**src/rtl/core/csu_pkg.sv**
```systemverilog
// Shared types and constants for the cosine similarity unit.
// Depends on nothing; every other file in rtl/core imports it.
`default_nettype none

package csu_pkg;

  // Element, accumulator and result widths, plus product and search constants
  localparam int unsigned ElemW   = 16;
  localparam int unsigned AccW    = 48;
  localparam int unsigned SimW    = 16;
  localparam int unsigned QW      = 15;
  localparam int unsigned ProdW   = 128;
  localparam int unsigned SqPW    = 96;
  localparam int unsigned MW      = 30;
  localparam int unsigned SimOne  = 16384;
  localparam int unsigned RoundSh = 30;

  typedef struct packed {
    logic signed [ElemW-1:0] first_element;
    logic signed [ElemW-1:0] second_element;
    logic                    last_element;
  } in_t;

  typedef struct packed {
    logic signed [SimW-1:0] similarity;
    logic                   zero_norm;
  } out_t;

  // Operand pair for the shared multiplier
  typedef enum logic [1:0] {
    MUL_SQ_PROD  = 2'd0,
    MUL_DOT_SQ   = 2'd1,
    MUL_TRIAL    = 2'd2
  } mul_op_e;

  typedef struct packed {
    logic    acc_en;
    logic    latch;
    logic    mul_start;
    mul_op_e mul_op;
    logic    store_p;
    logic    store_d;
    logic    trial_en;
    logic    search_upd;
    logic    out_load;
  } cmd_t;

  typedef struct packed {
    logic mul_done;
    logic search_end;
  } status_t;

endpackage

`default_nettype wire

```
**src/rtl/core/cosine_similarity_unit.sv**
```systemverilog
// Top level of the cosine similarity unit: controller plus datapath.
// Depends on csu_pkg, csu_ctrl and csu_datapath.
//
// Element pairs are taken one per cycle into the dot-product and
// sum-of-squares accumulators. After the pair marked last, the block stops
// accepting input for the ratio: two multiplies form the product of the
// squared norms and the squared dot product, then a search runs, each step
// a trial setup plus a multiply on the shared shift-add multiplier, and
// only then may the next vector start.
// The result register lets the next vector stream in while the previous result
// waits to be taken.
`default_nettype none

module cosine_similarity_unit (
  input  wire logic           clk_i,
  input  wire logic           rst_ni,
  input  wire logic           in_valid_i,
  output logic                in_ready_o,
  input  wire csu_pkg::in_t   in_data_i,
  output logic                out_valid_o,
  input  wire logic           out_ready_i,
  output csu_pkg::out_t       out_data_o
);
  import csu_pkg::*;

  cmd_t    cmd;
  status_t status;

  csu_ctrl u_ctrl (
    .clk_i       (clk_i),
    .rst_ni      (rst_ni),
    .in_valid_i  (in_valid_i),
    .in_last_i   (in_data_i.last_element),
    .in_ready_o  (in_ready_o),
    .out_valid_o (out_valid_o),
    .out_ready_i (out_ready_i),
    .status_i    (status),
    .cmd_o       (cmd)
  );

  csu_datapath u_datapath (
    .clk_i      (clk_i),
    .rst_ni     (rst_ni),
    .in_data_i  (in_data_i),
    .cmd_i      (cmd),
    .status_o   (status),
    .out_data_o (out_data_o)
  );

endmodule

`default_nettype wire

```
**src/rtl/core/csu_mul.sv**
```systemverilog
// Shift-add multiplier: one multiplier bit per cycle, 128-bit product.
// Depends on csu_pkg.
`default_nettype none

module csu_mul (
  input  wire logic                       clk_i,
  input  wire logic                       rst_ni,
  input  wire logic                       start_i,
  input  wire logic [csu_pkg::SqPW-1:0]   a_i,
  input  wire logic [csu_pkg::AccW-1:0]   b_i,
  output logic                            done_o,
  output logic [csu_pkg::ProdW-1:0]       prod_o
);
  import csu_pkg::*;

  localparam int unsigned CntW = $clog2(AccW);

  logic              busy_q, done_q;
  logic [CntW-1:0]   cnt_q;
  logic [ProdW-1:0]  acc_q, a_q;
  logic [AccW-1:0]   b_q;

  // Control: count the multiplier bits
  always_ff @(posedge clk_i or negedge rst_ni) begin
    if (!rst_ni) begin
      busy_q <= 1'b0;
      done_q <= 1'b0;
      cnt_q  <= '0;
    end else begin
      done_q <= 1'b0;
      if (start_i) begin
        busy_q <= 1'b1;
        cnt_q  <= '0;
      end else if (busy_q) begin
        cnt_q <= cnt_q + 1'b1;
        if (cnt_q == CntW'(AccW - 1)) begin
          busy_q <= 1'b0;
          done_q <= 1'b1;
        end
      end
    end
  end

  // Datapath: add the shifted multiplicand when the current bit is set
  always_ff @(posedge clk_i) begin
    if (start_i) begin
      acc_q <= '0;
      a_q   <= ProdW'(a_i);
      b_q   <= b_i;
    end else if (busy_q) begin
      if (b_q[0]) begin
        acc_q <= acc_q + a_q;
      end
      a_q <= a_q << 1;
      b_q <= b_q >> 1;
    end
  end

  assign done_o = done_q;
  assign prod_o = acc_q;

endmodule

`default_nettype wire

```
**src/rtl/core/csu_datapath.sv**
```systemverilog
// Accumulators, ratio search registers and result register.
// Depends on csu_pkg and csu_mul.
`default_nettype none

module csu_datapath (
  input  wire logic            clk_i,
  input  wire logic            rst_ni,
  input  wire csu_pkg::in_t    in_data_i,
  input  wire csu_pkg::cmd_t   cmd_i,
  output csu_pkg::status_t     status_o,
  output csu_pkg::out_t        out_data_o
);
  import csu_pkg::*;

  logic signed [AccW-1:0] dot_q;
  logic [AccW-1:0]        sq1_q, sq2_q;
  logic [AccW-1:0]        mag_q;
  logic                   neg_q, zero_q;
  logic [SqPW-1:0]        p_q;
  logic [ProdW-1:0]       rhs_q;
  logic [QW-1:0]          lo_q, hi_q;
  logic [MW-1:0]          m_q;
  out_t                   out_q;

  logic signed [2*ElemW-1:0] ab, aa, bb;
  logic signed [AccW:0]      dot_w;
  logic [AccW:0]             sq1_w, sq2_w;
  logic signed [AccW-1:0]    dot_d;
  logic [AccW-1:0]           sq1_d, sq2_d;
  logic [AccW-1:0]           mag_w;
  logic [QW:0]               q_w;
  logic [QW:0]               odd_w;
  logic [SqPW-1:0]           mul_a;
  logic [AccW-1:0]           mul_b;
  logic                      mul_done;
  logic [ProdW-1:0]          prod;
  logic [QW-1:0]             sim_mag;

  // Products of the incoming pair
  assign ab = in_data_i.first_element * in_data_i.second_element;
  assign aa = in_data_i.first_element * in_data_i.first_element;
  assign bb = in_data_i.second_element * in_data_i.second_element;

  // Add and saturate
  always_comb begin
    dot_w = (AccW+1)'(dot_q) + (AccW+1)'(ab);
    if (dot_w[AccW] != dot_w[AccW-1]) begin
      dot_d = dot_w[AccW] ? {1'b1, {(AccW-1){1'b0}}} : {1'b0, {(AccW-1){1'b1}}};
    end else begin
      dot_d = dot_w[AccW-1:0];
    end
    sq1_w = {1'b0, sq1_q} + (AccW+1)'(unsigned'(aa));
    sq2_w = {1'b0, sq2_q} + (AccW+1)'(unsigned'(bb));
    sq1_d = sq1_w[AccW] ? {AccW{1'b1}} : sq1_w[AccW-1:0];
    sq2_d = sq2_w[AccW] ? {AccW{1'b1}} : sq2_w[AccW-1:0];
  end

  // Hold the sums; clear them once the result inputs are latched
  always_ff @(posedge clk_i or negedge rst_ni) begin
    if (!rst_ni) begin
      dot_q <= '0;
      sq1_q <= '0;
      sq2_q <= '0;
    end else if (cmd_i.latch) begin
      dot_q <= '0;
      sq1_q <= '0;
      sq2_q <= '0;
    end else if (cmd_i.acc_en) begin
      dot_q <= dot_d;
      sq1_q <= sq1_d;
      sq2_q <= sq2_d;
    end
  end

  assign mag_w = dot_q[AccW-1] ? AccW'(-dot_q) : AccW'(dot_q);

  // Trial value and its odd square
  assign q_w   = ({1'b0, lo_q} + {1'b0, hi_q} + 1'b1) >> 1;
  assign odd_w = {q_w[QW-1:0], 1'b0} - 1'b1;

  // Select multiplier operands
  always_comb begin
    case (cmd_i.mul_op)
      MUL_SQ_PROD: begin
        mul_a = SqPW'(sq1_q);
        mul_b = sq2_q;
      end
      MUL_DOT_SQ: begin
        mul_a = SqPW'(mag_q);
        mul_b = mag_q;
      end
      MUL_TRIAL: begin
        mul_a = p_q;
        mul_b = AccW'(m_q);
      end
      default: begin
        mul_a = '0;
        mul_b = '0;
      end
    endcase
  end

  csu_mul u_mul (
    .clk_i   (clk_i),
    .rst_ni  (rst_ni),
    .start_i (cmd_i.mul_start),
    .a_i     (mul_a),
    .b_i     (mul_b),
    .done_o  (mul_done),
    .prod_o  (prod)
  );

  // Search registers and latched operands
  always_ff @(posedge clk_i) begin
    if (cmd_i.latch) begin
      mag_q  <= mag_w;
      neg_q  <= dot_q[AccW-1];
      zero_q <= (sq1_q == '0) || (sq2_q == '0);
    end
    if (cmd_i.store_p) begin
      p_q <= prod[SqPW-1:0];
    end
    if (cmd_i.store_d) begin
      rhs_q <= prod << RoundSh;
      lo_q  <= '0;
      hi_q  <= QW'(SimOne);
    end
    if (cmd_i.trial_en) begin
      m_q <= MW'(odd_w[QW-1:0] * odd_w[QW-1:0]);
    end
    if (cmd_i.search_upd) begin
      if (prod <= rhs_q) begin
        lo_q <= q_w[QW-1:0];
      end else begin
        hi_q <= q_w[QW-1:0] - 1'b1;
      end
    end
    if (cmd_i.out_load) begin
      out_q.similarity <= neg_q ? -SimW'(sim_mag) : SimW'(sim_mag);
      out_q.zero_norm  <= zero_q;
    end
  end

  assign sim_mag = zero_q ? '0 : lo_q;

  assign status_o.mul_done   = mul_done;
  assign status_o.search_end = (lo_q >= hi_q);
  assign out_data_o          = out_q;

endmodule

`default_nettype wire

```
**src/rtl/core/csu_ctrl.sv**
```systemverilog
// Sequencer for accumulation, multiplies and the ratio search.
// Depends on csu_pkg.
`default_nettype none

module csu_ctrl (
  input  wire logic              clk_i,
  input  wire logic              rst_ni,
  input  wire logic              in_valid_i,
  input  wire logic              in_last_i,
  output logic                   in_ready_o,
  output logic                   out_valid_o,
  input  wire logic              out_ready_i,
  input  wire csu_pkg::status_t  status_i,
  output csu_pkg::cmd_t          cmd_o
);
  import csu_pkg::*;

  typedef enum logic [7:0] {
    S_ACCUM  = 8'b0000_0001,
    S_LATCH  = 8'b0000_0010,
    S_MUL_P  = 8'b0000_0100,
    S_MUL_D  = 8'b0000_1000,
    S_TEST   = 8'b0001_0000,
    S_TRIAL  = 8'b0010_0000,
    S_MUL_M  = 8'b0100_0000,
    S_FINISH = 8'b1000_0000
  } state_e;

  state_e state_q, state_d;
  logic   out_valid_q, out_valid_d;
  logic   in_fire;

  assign in_ready_o = (state_q == S_ACCUM);
  assign in_fire    = in_valid_i && in_ready_o;

  // Next state and commands
  always_comb begin
    state_d = state_q;
    cmd_o   = '0;
    cmd_o.mul_op = MUL_SQ_PROD;
    cmd_o.acc_en = in_fire;
    case (state_q)
      S_ACCUM: begin
        if (in_fire && in_last_i) begin
          state_d = S_LATCH;
        end
      end
      S_LATCH: begin
        cmd_o.latch     = 1'b1;
        cmd_o.mul_start = 1'b1;
        state_d         = S_MUL_P;
      end
      S_MUL_P: begin
        cmd_o.mul_op = MUL_DOT_SQ;
        if (status_i.mul_done) begin
          cmd_o.store_p   = 1'b1;
          cmd_o.mul_start = 1'b1;
          state_d         = S_MUL_D;
        end
      end
      S_MUL_D: begin
        if (status_i.mul_done) begin
          cmd_o.store_d = 1'b1;
          state_d       = S_TEST;
        end
      end
      S_TEST: begin
        if (status_i.search_end) begin
          state_d = S_FINISH;
        end else begin
          cmd_o.trial_en = 1'b1;
          state_d        = S_TRIAL;
        end
      end
      S_TRIAL: begin
        cmd_o.mul_op    = MUL_TRIAL;
        cmd_o.mul_start = 1'b1;
        state_d         = S_MUL_M;
      end
      S_MUL_M: begin
        if (status_i.mul_done) begin
          cmd_o.search_upd = 1'b1;
          state_d          = S_TEST;
        end
      end
      S_FINISH: begin
        if (!out_valid_q || out_ready_i) begin
          cmd_o.out_load = 1'b1;
          state_d        = S_ACCUM;
        end
      end
      default: begin
        state_d = S_ACCUM;
      end
    endcase
  end

  // Hold the result until the transaction completes
  always_comb begin
    out_valid_d = out_valid_q;
    if (cmd_o.out_load) begin
      out_valid_d = 1'b1;
    end else if (out_ready_i) begin
      out_valid_d = 1'b0;
    end
  end

  always_ff @(posedge clk_i or negedge rst_ni) begin
    if (!rst_ni) begin
      state_q     <= S_ACCUM;
      out_valid_q <= 1'b0;
    end else begin
      state_q     <= state_d;
      out_valid_q <= out_valid_d;
    end
  end

  assign out_valid_o = out_valid_q;

endmodule

`default_nettype wire
```
**config.mk**
```make
export PLATFORM = sky130hd
export DESIGN_NAME = cosine_similarity_unit
export DESIGN_NICKNAME = d
export VERILOG_FILES = /design/src/rtl/core/csu_pkg.sv /design/src/rtl/core/cosine_similarity_unit.sv /design/src/rtl/core/csu_mul.sv /design/src/rtl/core/csu_datapath.sv /design/src/rtl/core/csu_ctrl.sv
export SDC_FILE = /design/constraint.sdc
export NUM_CORES = 2
export LEC_CHECK = 0
export ABC_AREA = 0
export BUFFER_PORTS_ARGS = -buffer_cell sky130_fd_sc_hd__buf_2
export CAP_MARGIN = 20
export CORE_MARGIN = 5
export CORE_UTILIZATION = 33
export CTS_BUF_LIST = sky130_fd_sc_hd__clkbuf_8
export DETAILED_ROUTE_END_ITERATION = 12
export PLACE_DENSITY = 0.46
export SYNTH_ARGS = -nofsm -noshare
export SYNTH_HDL_FRONTEND = slang
export SYNTH_SLANG_ARGS = --single-unit
```
**constraint.sdc**
```tcl
create_clock -name clk_i -period 12.4 [get_ports clk_i]
set_input_delay 0 -clock clk_i [delete_from_list [all_inputs] [get_ports clk_i]]
set_output_delay 0 -clock clk_i [all_outputs]
set_load 0.005 [all_outputs]
```
Yosys cells after proc, flatten, opt, wreduce, memory -nomap -nowiden
Index checks and enable logic that the tools add are counted.
Widths: inputs -> output; s select.
{"block": "totals", "register_bits": 786, "latch_bits": 0, "ram_bits": 0, "mem_bits_ro": 0, "inputBits": 37, "output_inout_bits": 19, "elab_cells": 124, "mem_count": 0}
{"block": "classes", "n_addsub": 11, "multipliers": 4, "div_mod_pow": 0, "n_lt_le_gt_ge": 2, "eq_ne": 16, "n_shift": 0, "muxes": 52, "bitwise_logic": 0, "reduce_logical": 15}
{"cell": "$mux 48", "n": 12}
{"cell": "$pmux 96 s3", "n": 1}
{"cell": "$mux 96", "n": 2}
{"cell": "$add 48x32->49", "n": 3}
{"cell": "$pmux 48 s3", "n": 1}
{"cell": "$add 128x128->128", "n": 1}
{"cell": "$le 128x128->1", "n": 1}
{"cell": "$mux 15", "n": 8}
{"cell": "$logic_not 48->1", "n": 2}
{"cell": "$mul 16x16->32", "n": 3}
{"cell": "$pmux 8 s7", "n": 1}
{"cell": "$neg 48->48", "n": 1}
{"cell": "$mux 47", "n": 1}
{"cell": "$mux 8", "n": 5}
{"cell": "$mul 15x15->30", "n": 1}
{"cell": "$sub 15x1->15 const B", "n": 2}
{"cell": "$mux 1", "n": 17}
{"cell": "$add 15x15->16", "n": 1}
{"cell": "$add 16x1->16 const B", "n": 1}
{"cell": "$neg 15->16", "n": 1}
{"cell": "$ge 15x15->1", "n": 1}
{"cell": "$mux 6", "n": 2}
{"cell": "$eq 8x1->1 const B", "n": 1}
{"cell": "$eq 8x2->1 const B", "n": 1}
{"cell": "other kinds (23)", "n": 30}

Depth between registers and ports, before layout
{"block": "depth", "ltp_word": 6, "mapped_depth": 41, "depth_no_buf": 38}

Hierarchy
A second synthesis with hierarchy kept.
{"block": "unflattened", "hier_cells": 8870, "area_unflattened_um2": 84158.2}
{"module": "csu_datapath", "instances": 1, "cells_per_inst": 6564, "area_each_um2": 63642.3, "seq_area_each_um2": 12852.3}
{"module": "csu_mul", "instances": 1, "cells_per_inst": 2235, "area_each_um2": 19861.5, "seq_area_each_um2": 7727.4}
{"module": "csu_ctrl", "instances": 1, "cells_per_inst": 71, "area_each_um2": 654.4, "seq_area_each_um2": 226.5}

Worst setup path before layout
No wires, ideal clock.
{"block": "synth_timing", "path_kind": "flip-flop to flip-flop", "from": "reg u_ctrl.state_q[5]", "to": "reg u_datapath.u_mul.a_q[0] (enable)", "setup_time_ns": 0.529, "t_arrival_ns": 8.020, "required_ns": 11.871, "slack_ns": 3.851, "path_stages_with_launch": 9, "n_path_buf": 2, "period_less_slack_ns": 8.549, "cell_sequence": "dfrtp_1 -> or4_1 -> or3_1 -> nor3b_1 -> and2_1 -> nor3_1 -> clkbuf_1 -> clkbuf_1 -> nand2b_1"}
{"block": "synth_between", "elab_chain_len": 4, "elab_cells_between_ends": 6, "classes_between": "3 x eq/ne; 1 x mux; 2 x reduce/logical"}
{"item": "from (decl)", "line": "csu_ctrl.sv:29", "text": "state_e state_q, state_d;"}
{"item": "from (signal assigned)", "line": "csu_ctrl.sv:113", "text": "state_q <= state_d;"}
{"item": "$eq 8x2->1 / $eq 8x6->1 (equally long branches)", "line": "csu_ctrl.sv:42", "text": "case (state_q)"}
{"item": "$reduce_or 2->1 (no source line)"}
{"item": "$pmux 1 s2 (*)", "line": "csu_ctrl.sv:42"}
{"item": "$reduce_bool 2->1 (no source line) (*)"}
{"item": "to (signal assigned)", "line": "csu_mul.sv:48", "text": "a_q <= ProdW'(a_i);"}
{"item": "to (signal assigned)", "line": "csu_mul.sv:54", "text": "a_q <= a_q << 1;"}
{"item": "to (decl)", "line": "csu_mul.sv:20", "text": "logic [ProdW-1:0] acc_q, a_q;"}
Every way passes the cells marked *; elsewhere a longest branch is shown, timed or not.
A chain may end at the register's enable or synchronous reset.

Worst setup path in the final report
{"block": "layout_timing", "from": "reg u_datapath.lo_q[0]", "to": "reg u_datapath.m_q[29], data pin"}
{"block": "layout_between", "elab_chain_len": 4}
{"item": "from (decl)", "line": "csu_datapath.sv:21", "text": "logic [QW-1:0] lo_q, hi_q;"}
{"item": "from (signal assigned)", "line": "csu_datapath.sv:133", "text": "lo_q <= q_w[QW-1:0];"}
{"item": "$add 15x15->16", "line": "csu_datapath.sv:78", "text": "assign q_w = ({1'b0, lo_q} + {1'b0, hi_q} + 1'b1) >> 1;"}
{"item": "$add 16x1->16", "line": "csu_datapath.sv:78"}
{"item": "$sub 15x1->15", "line": "csu_datapath.sv:79", "text": "assign odd_w = {q_w[QW-1:0], 1'b0} - 1'b1;"}
{"item": "$mul 15x15->30", "line": "csu_datapath.sv:129", "text": "m_q <= MW'(odd_w[QW-1:0] * odd_w[QW-1:0]);"}
{"item": "to (signal assigned)", "line": "csu_datapath.sv:129"}
{"item": "to (decl)", "line": "csu_datapath.sv:22", "text": "logic [MW-1:0] m_q;"}
No other way between the ends.

==> results.md <==
* Slowest CP cell: xnor2_1
* Synth area leaders: fa_1, edfxtp_1, ha_1
* GR peak layer: met2
* Startpoint type of the worst setup path: flop
* Most common flop cell mapped by yosys: edfxtp_1
* Post-synth EDFFs at 432
* Synth cell types at 99
* CTS tree: done
* Synth Instances at 8,802
* TritonRoute pass-1 iters at 6
* Die Y at 510 µm
* Layout area overhead at 8.34%
* Sequential share of the synthesized area at 25.2%
* First DRT Iteration DRCs at 4,256
* Hold_sp: in_data_i[17]
* Routability Congestion at 0.902
* Met2 usage at 32.9%
* Biggest area consumer among synthesized cells: fa_1
* WHS Endpoint: u_datapath.sq1_q[0]
* Fraction of registers with async set/reset at 20.6%
* CP max stage delay at 630 ps
* IO Count at 56
* Critical path class: flop to flop
* First-pass GRT wire length at 403,000 µm
* Most frequent cell after synthesis: inv_1
* Clk_lat worst skew at 920 ps
* Synthesis-stage register bit count at 783
* CP Capture Type: flop
* Syn_nets at 10,500
* CTS Buf Count at 146
* # DRC at 0
* Gr ovfl total at 0
* Crit path max fanout at 11
* I/O Buffers at 55
* Final Slew Violations at 0
* Met1 usage at 28.3%
* Share of cells above drive strength 1 at 4.88%
* M3 GR Usage at 2.06%
* Most frequent CP cell: fa_1
* Setup TNS at 0 ps
* Worst Hold Depth at 5
* WP data required at 12,990 ps
* Gr usage total at 20.0%
* CTS sink cnt at 783
* Commonest cells in the netlist: inv_1, fa_1, nand2_1
* # nets final at 10,500
* Row cnt at 183
* Reg-to-Reg Start: u_datapath.lo_q[0]
* Worst R2R Setup Slack at 2490 ps
* Top-area cell type share of the netlist area at 23.8%
* H-Tree Depth at 4
* Final setup viols at 0
* Total number of yosys warnings at 0
* R2R Path End: u_datapath.m_q[29]
* Worst Path Arrival at 10,500 ps
* Final min period at 9910 ps
* Clk buf depth at 3
* Antenna violations before repair at 12
* Max Cap Viol at 0
* Antenna Nets Post-Route at 0
* Fmax at 101 MHz
* Status: completed
* Final hold vios at 0
* Clock-pin transition on the worst setup and hold timing paths at 60 ps
* CTS root buffer: clkbuf_8
* Routed vias at 62,400
* Core Area at 249,000 µm²
* FILL cells at 25,500
* Largest net degree at the start of global routing at 116
* Total Wirelength at 261,000 µm
* Worst slew margin at 20.4%
* DIE AREA at 260,000 µm²
* WL per Instance at 21.4 µm
* Synthesized cell area at 82,600 µm²
* Dpl hpwl at 204,000 µm
* Die X at 510 µm
* RSZ-0062 raised after global routing: false
* Worst min-delay path class: input port to flop
* Mapped Avg Cell Area at 9.39 µm²
* Skew final at 71.9 ps
* Reg2Reg Depth at 34
* Initial core utilization at 33.2%
* Vias in the first global route at 64,600
* Worst slew pin tran at 1180 ps
* Vias per cell at 5.12
* Tcrit/Tclk final at 79.9%
==> stage by stage <==
step	setup WS (ps)	area [µm²]	std cells	hold WS, ps	util (%)
after floorplan	3850	82600	8802	-296	-
after global placement	2610	86300	11900	65.1	34.7
after detailed placement	2520	86300	11900	70.1	34.7
after CTS	2450	89500	12200	110	36.0
after global routing	1830	89500	12200	169	36.0
final	2490	89500	12200	198	36.0
==> how the worst max path moves through the flow <==
stage	startpoint	to	cells after the start
after CTS	u_datapath.lo_q[0]	u_datapath.m_q[29]	33
after global routing	u_datapath.lo_q[0]	u_datapath.m_q[29]	33
after floorplan	u_ctrl.state_q[5]	u_datapath.u_mul.a_q[0]	8
after global placement	u_datapath.lo_q[0]	u_datapath.m_q[29]	33
final	u_datapath.lo_q[0]	u_datapath.m_q[29]	34
after detailed placement	u_datapath.lo_q[0]	u_datapath.m_q[29]	33
==> layer usage <==
layer	wire length, µm	part of all wire, %	up-vias
met5	54	0.021	-
met4	7180	2.8	8
met3	9800	3.8	323
met2	121000	46	1338
met1	123000	47	31500
li1	-	-	29300
==> critical path: cells and delay by family (launching register included) <==
family | cells | cell delay, ps
compound gates | 10 | 2570
flops | 1 | 340
xor+xnor | 2 | 770
buf+inv | 5 | 700
simple gates | 8 | 1280
fa+ha+maj | 9 | 3950
==> cells in the final DEF (no fill, tap or decap), types with 55 or more instances in the layout <==
cell type	synthesis	routed
a31oi_1	123	123
nand3_1	97	97
a21oi_1	535	535
nor3_1	99	98
inv_1	1391	1439
clkbuf_8	0	158
o21a_1	55	55
o21ai_0	308	308
nor2_1	534	530
dfrtp_1	160	158
dfxtp_1	190	190
fa_1	984	983
a21o_1	241	241
and2_1	214	211
o21bai_1	77	77
nand2b_1	63	62
nand4_1	114	114
xor2_1	105	105
a22oi_1	104	104
edfxtp_1	432	432
ha_1	709	709
mux2i_1	67	67
nand2_1	887	884
buf_4	6	75
xnor2_1	303	303
==> area by class of cell <==
class	instances	area [µm²]	share of cell area, %
Tap cell	3330	4170	4.65
Sequential cell	783	20800	23.2
Timing Repair Buffer	144	1040	1.16
Clock inverter	115	881	0.984
Clock buffer	158	2170	2.43
Multi-Input combinational cell	6244	55200	61.6
Inverter	1401	5260	5.88
Antenna cell	2	5.00	0.00559
==> logic make-up after synthesis <==
kind of cell	Yosys count	share of synthesized area, %
and+or+nand+nor	2261	12.7
xor gates and xnor gates	409	4.36
DFF	783	25.2
muxes	71	0.866
adders and majority gates	1693	34.6
buffers and inverters	1775	8.14
AOI/OAI and AO/OA	1810	14.2
==> registers in the layout (all words and copies together), names as in the netlist <==
name,flops
u_datapath.sq2_q,48
u_datapath.hi_q,15
u_datapath.u_mul.done_o,1
u_datapath.u_mul.b_q,48
u_ctrl.state_q,8
u_datapath.dot_q,48
u_datapath.rhs_q,98
u_datapath.u_mul.busy_q,1
u_datapath.u_mul.cnt_q,6
u_datapath.sq1_q,48
u_datapath.lo_q,15
u_datapath.m_q,27
u_datapath.mag_q,48
u_datapath.out_data_o,17
u_datapath.neg_q,1
u_datapath.p_q,96
u_datapath.u_mul.a_q,128
u_datapath.zero_q,1
u_ctrl.out_valid_o,1
u_datapath.u_mul.prod_o,128
==> repair_timing <==
item                                   CTS  global route
setup buffers                            0             0
resized for setup                        0             0
endpoints found under the hold margin  171             0
hold buffers                            11             0
Power is left out: the tool's default activity adds up to more than one toggle a clock period on the data nets, which glitch-free logic cannot reach.
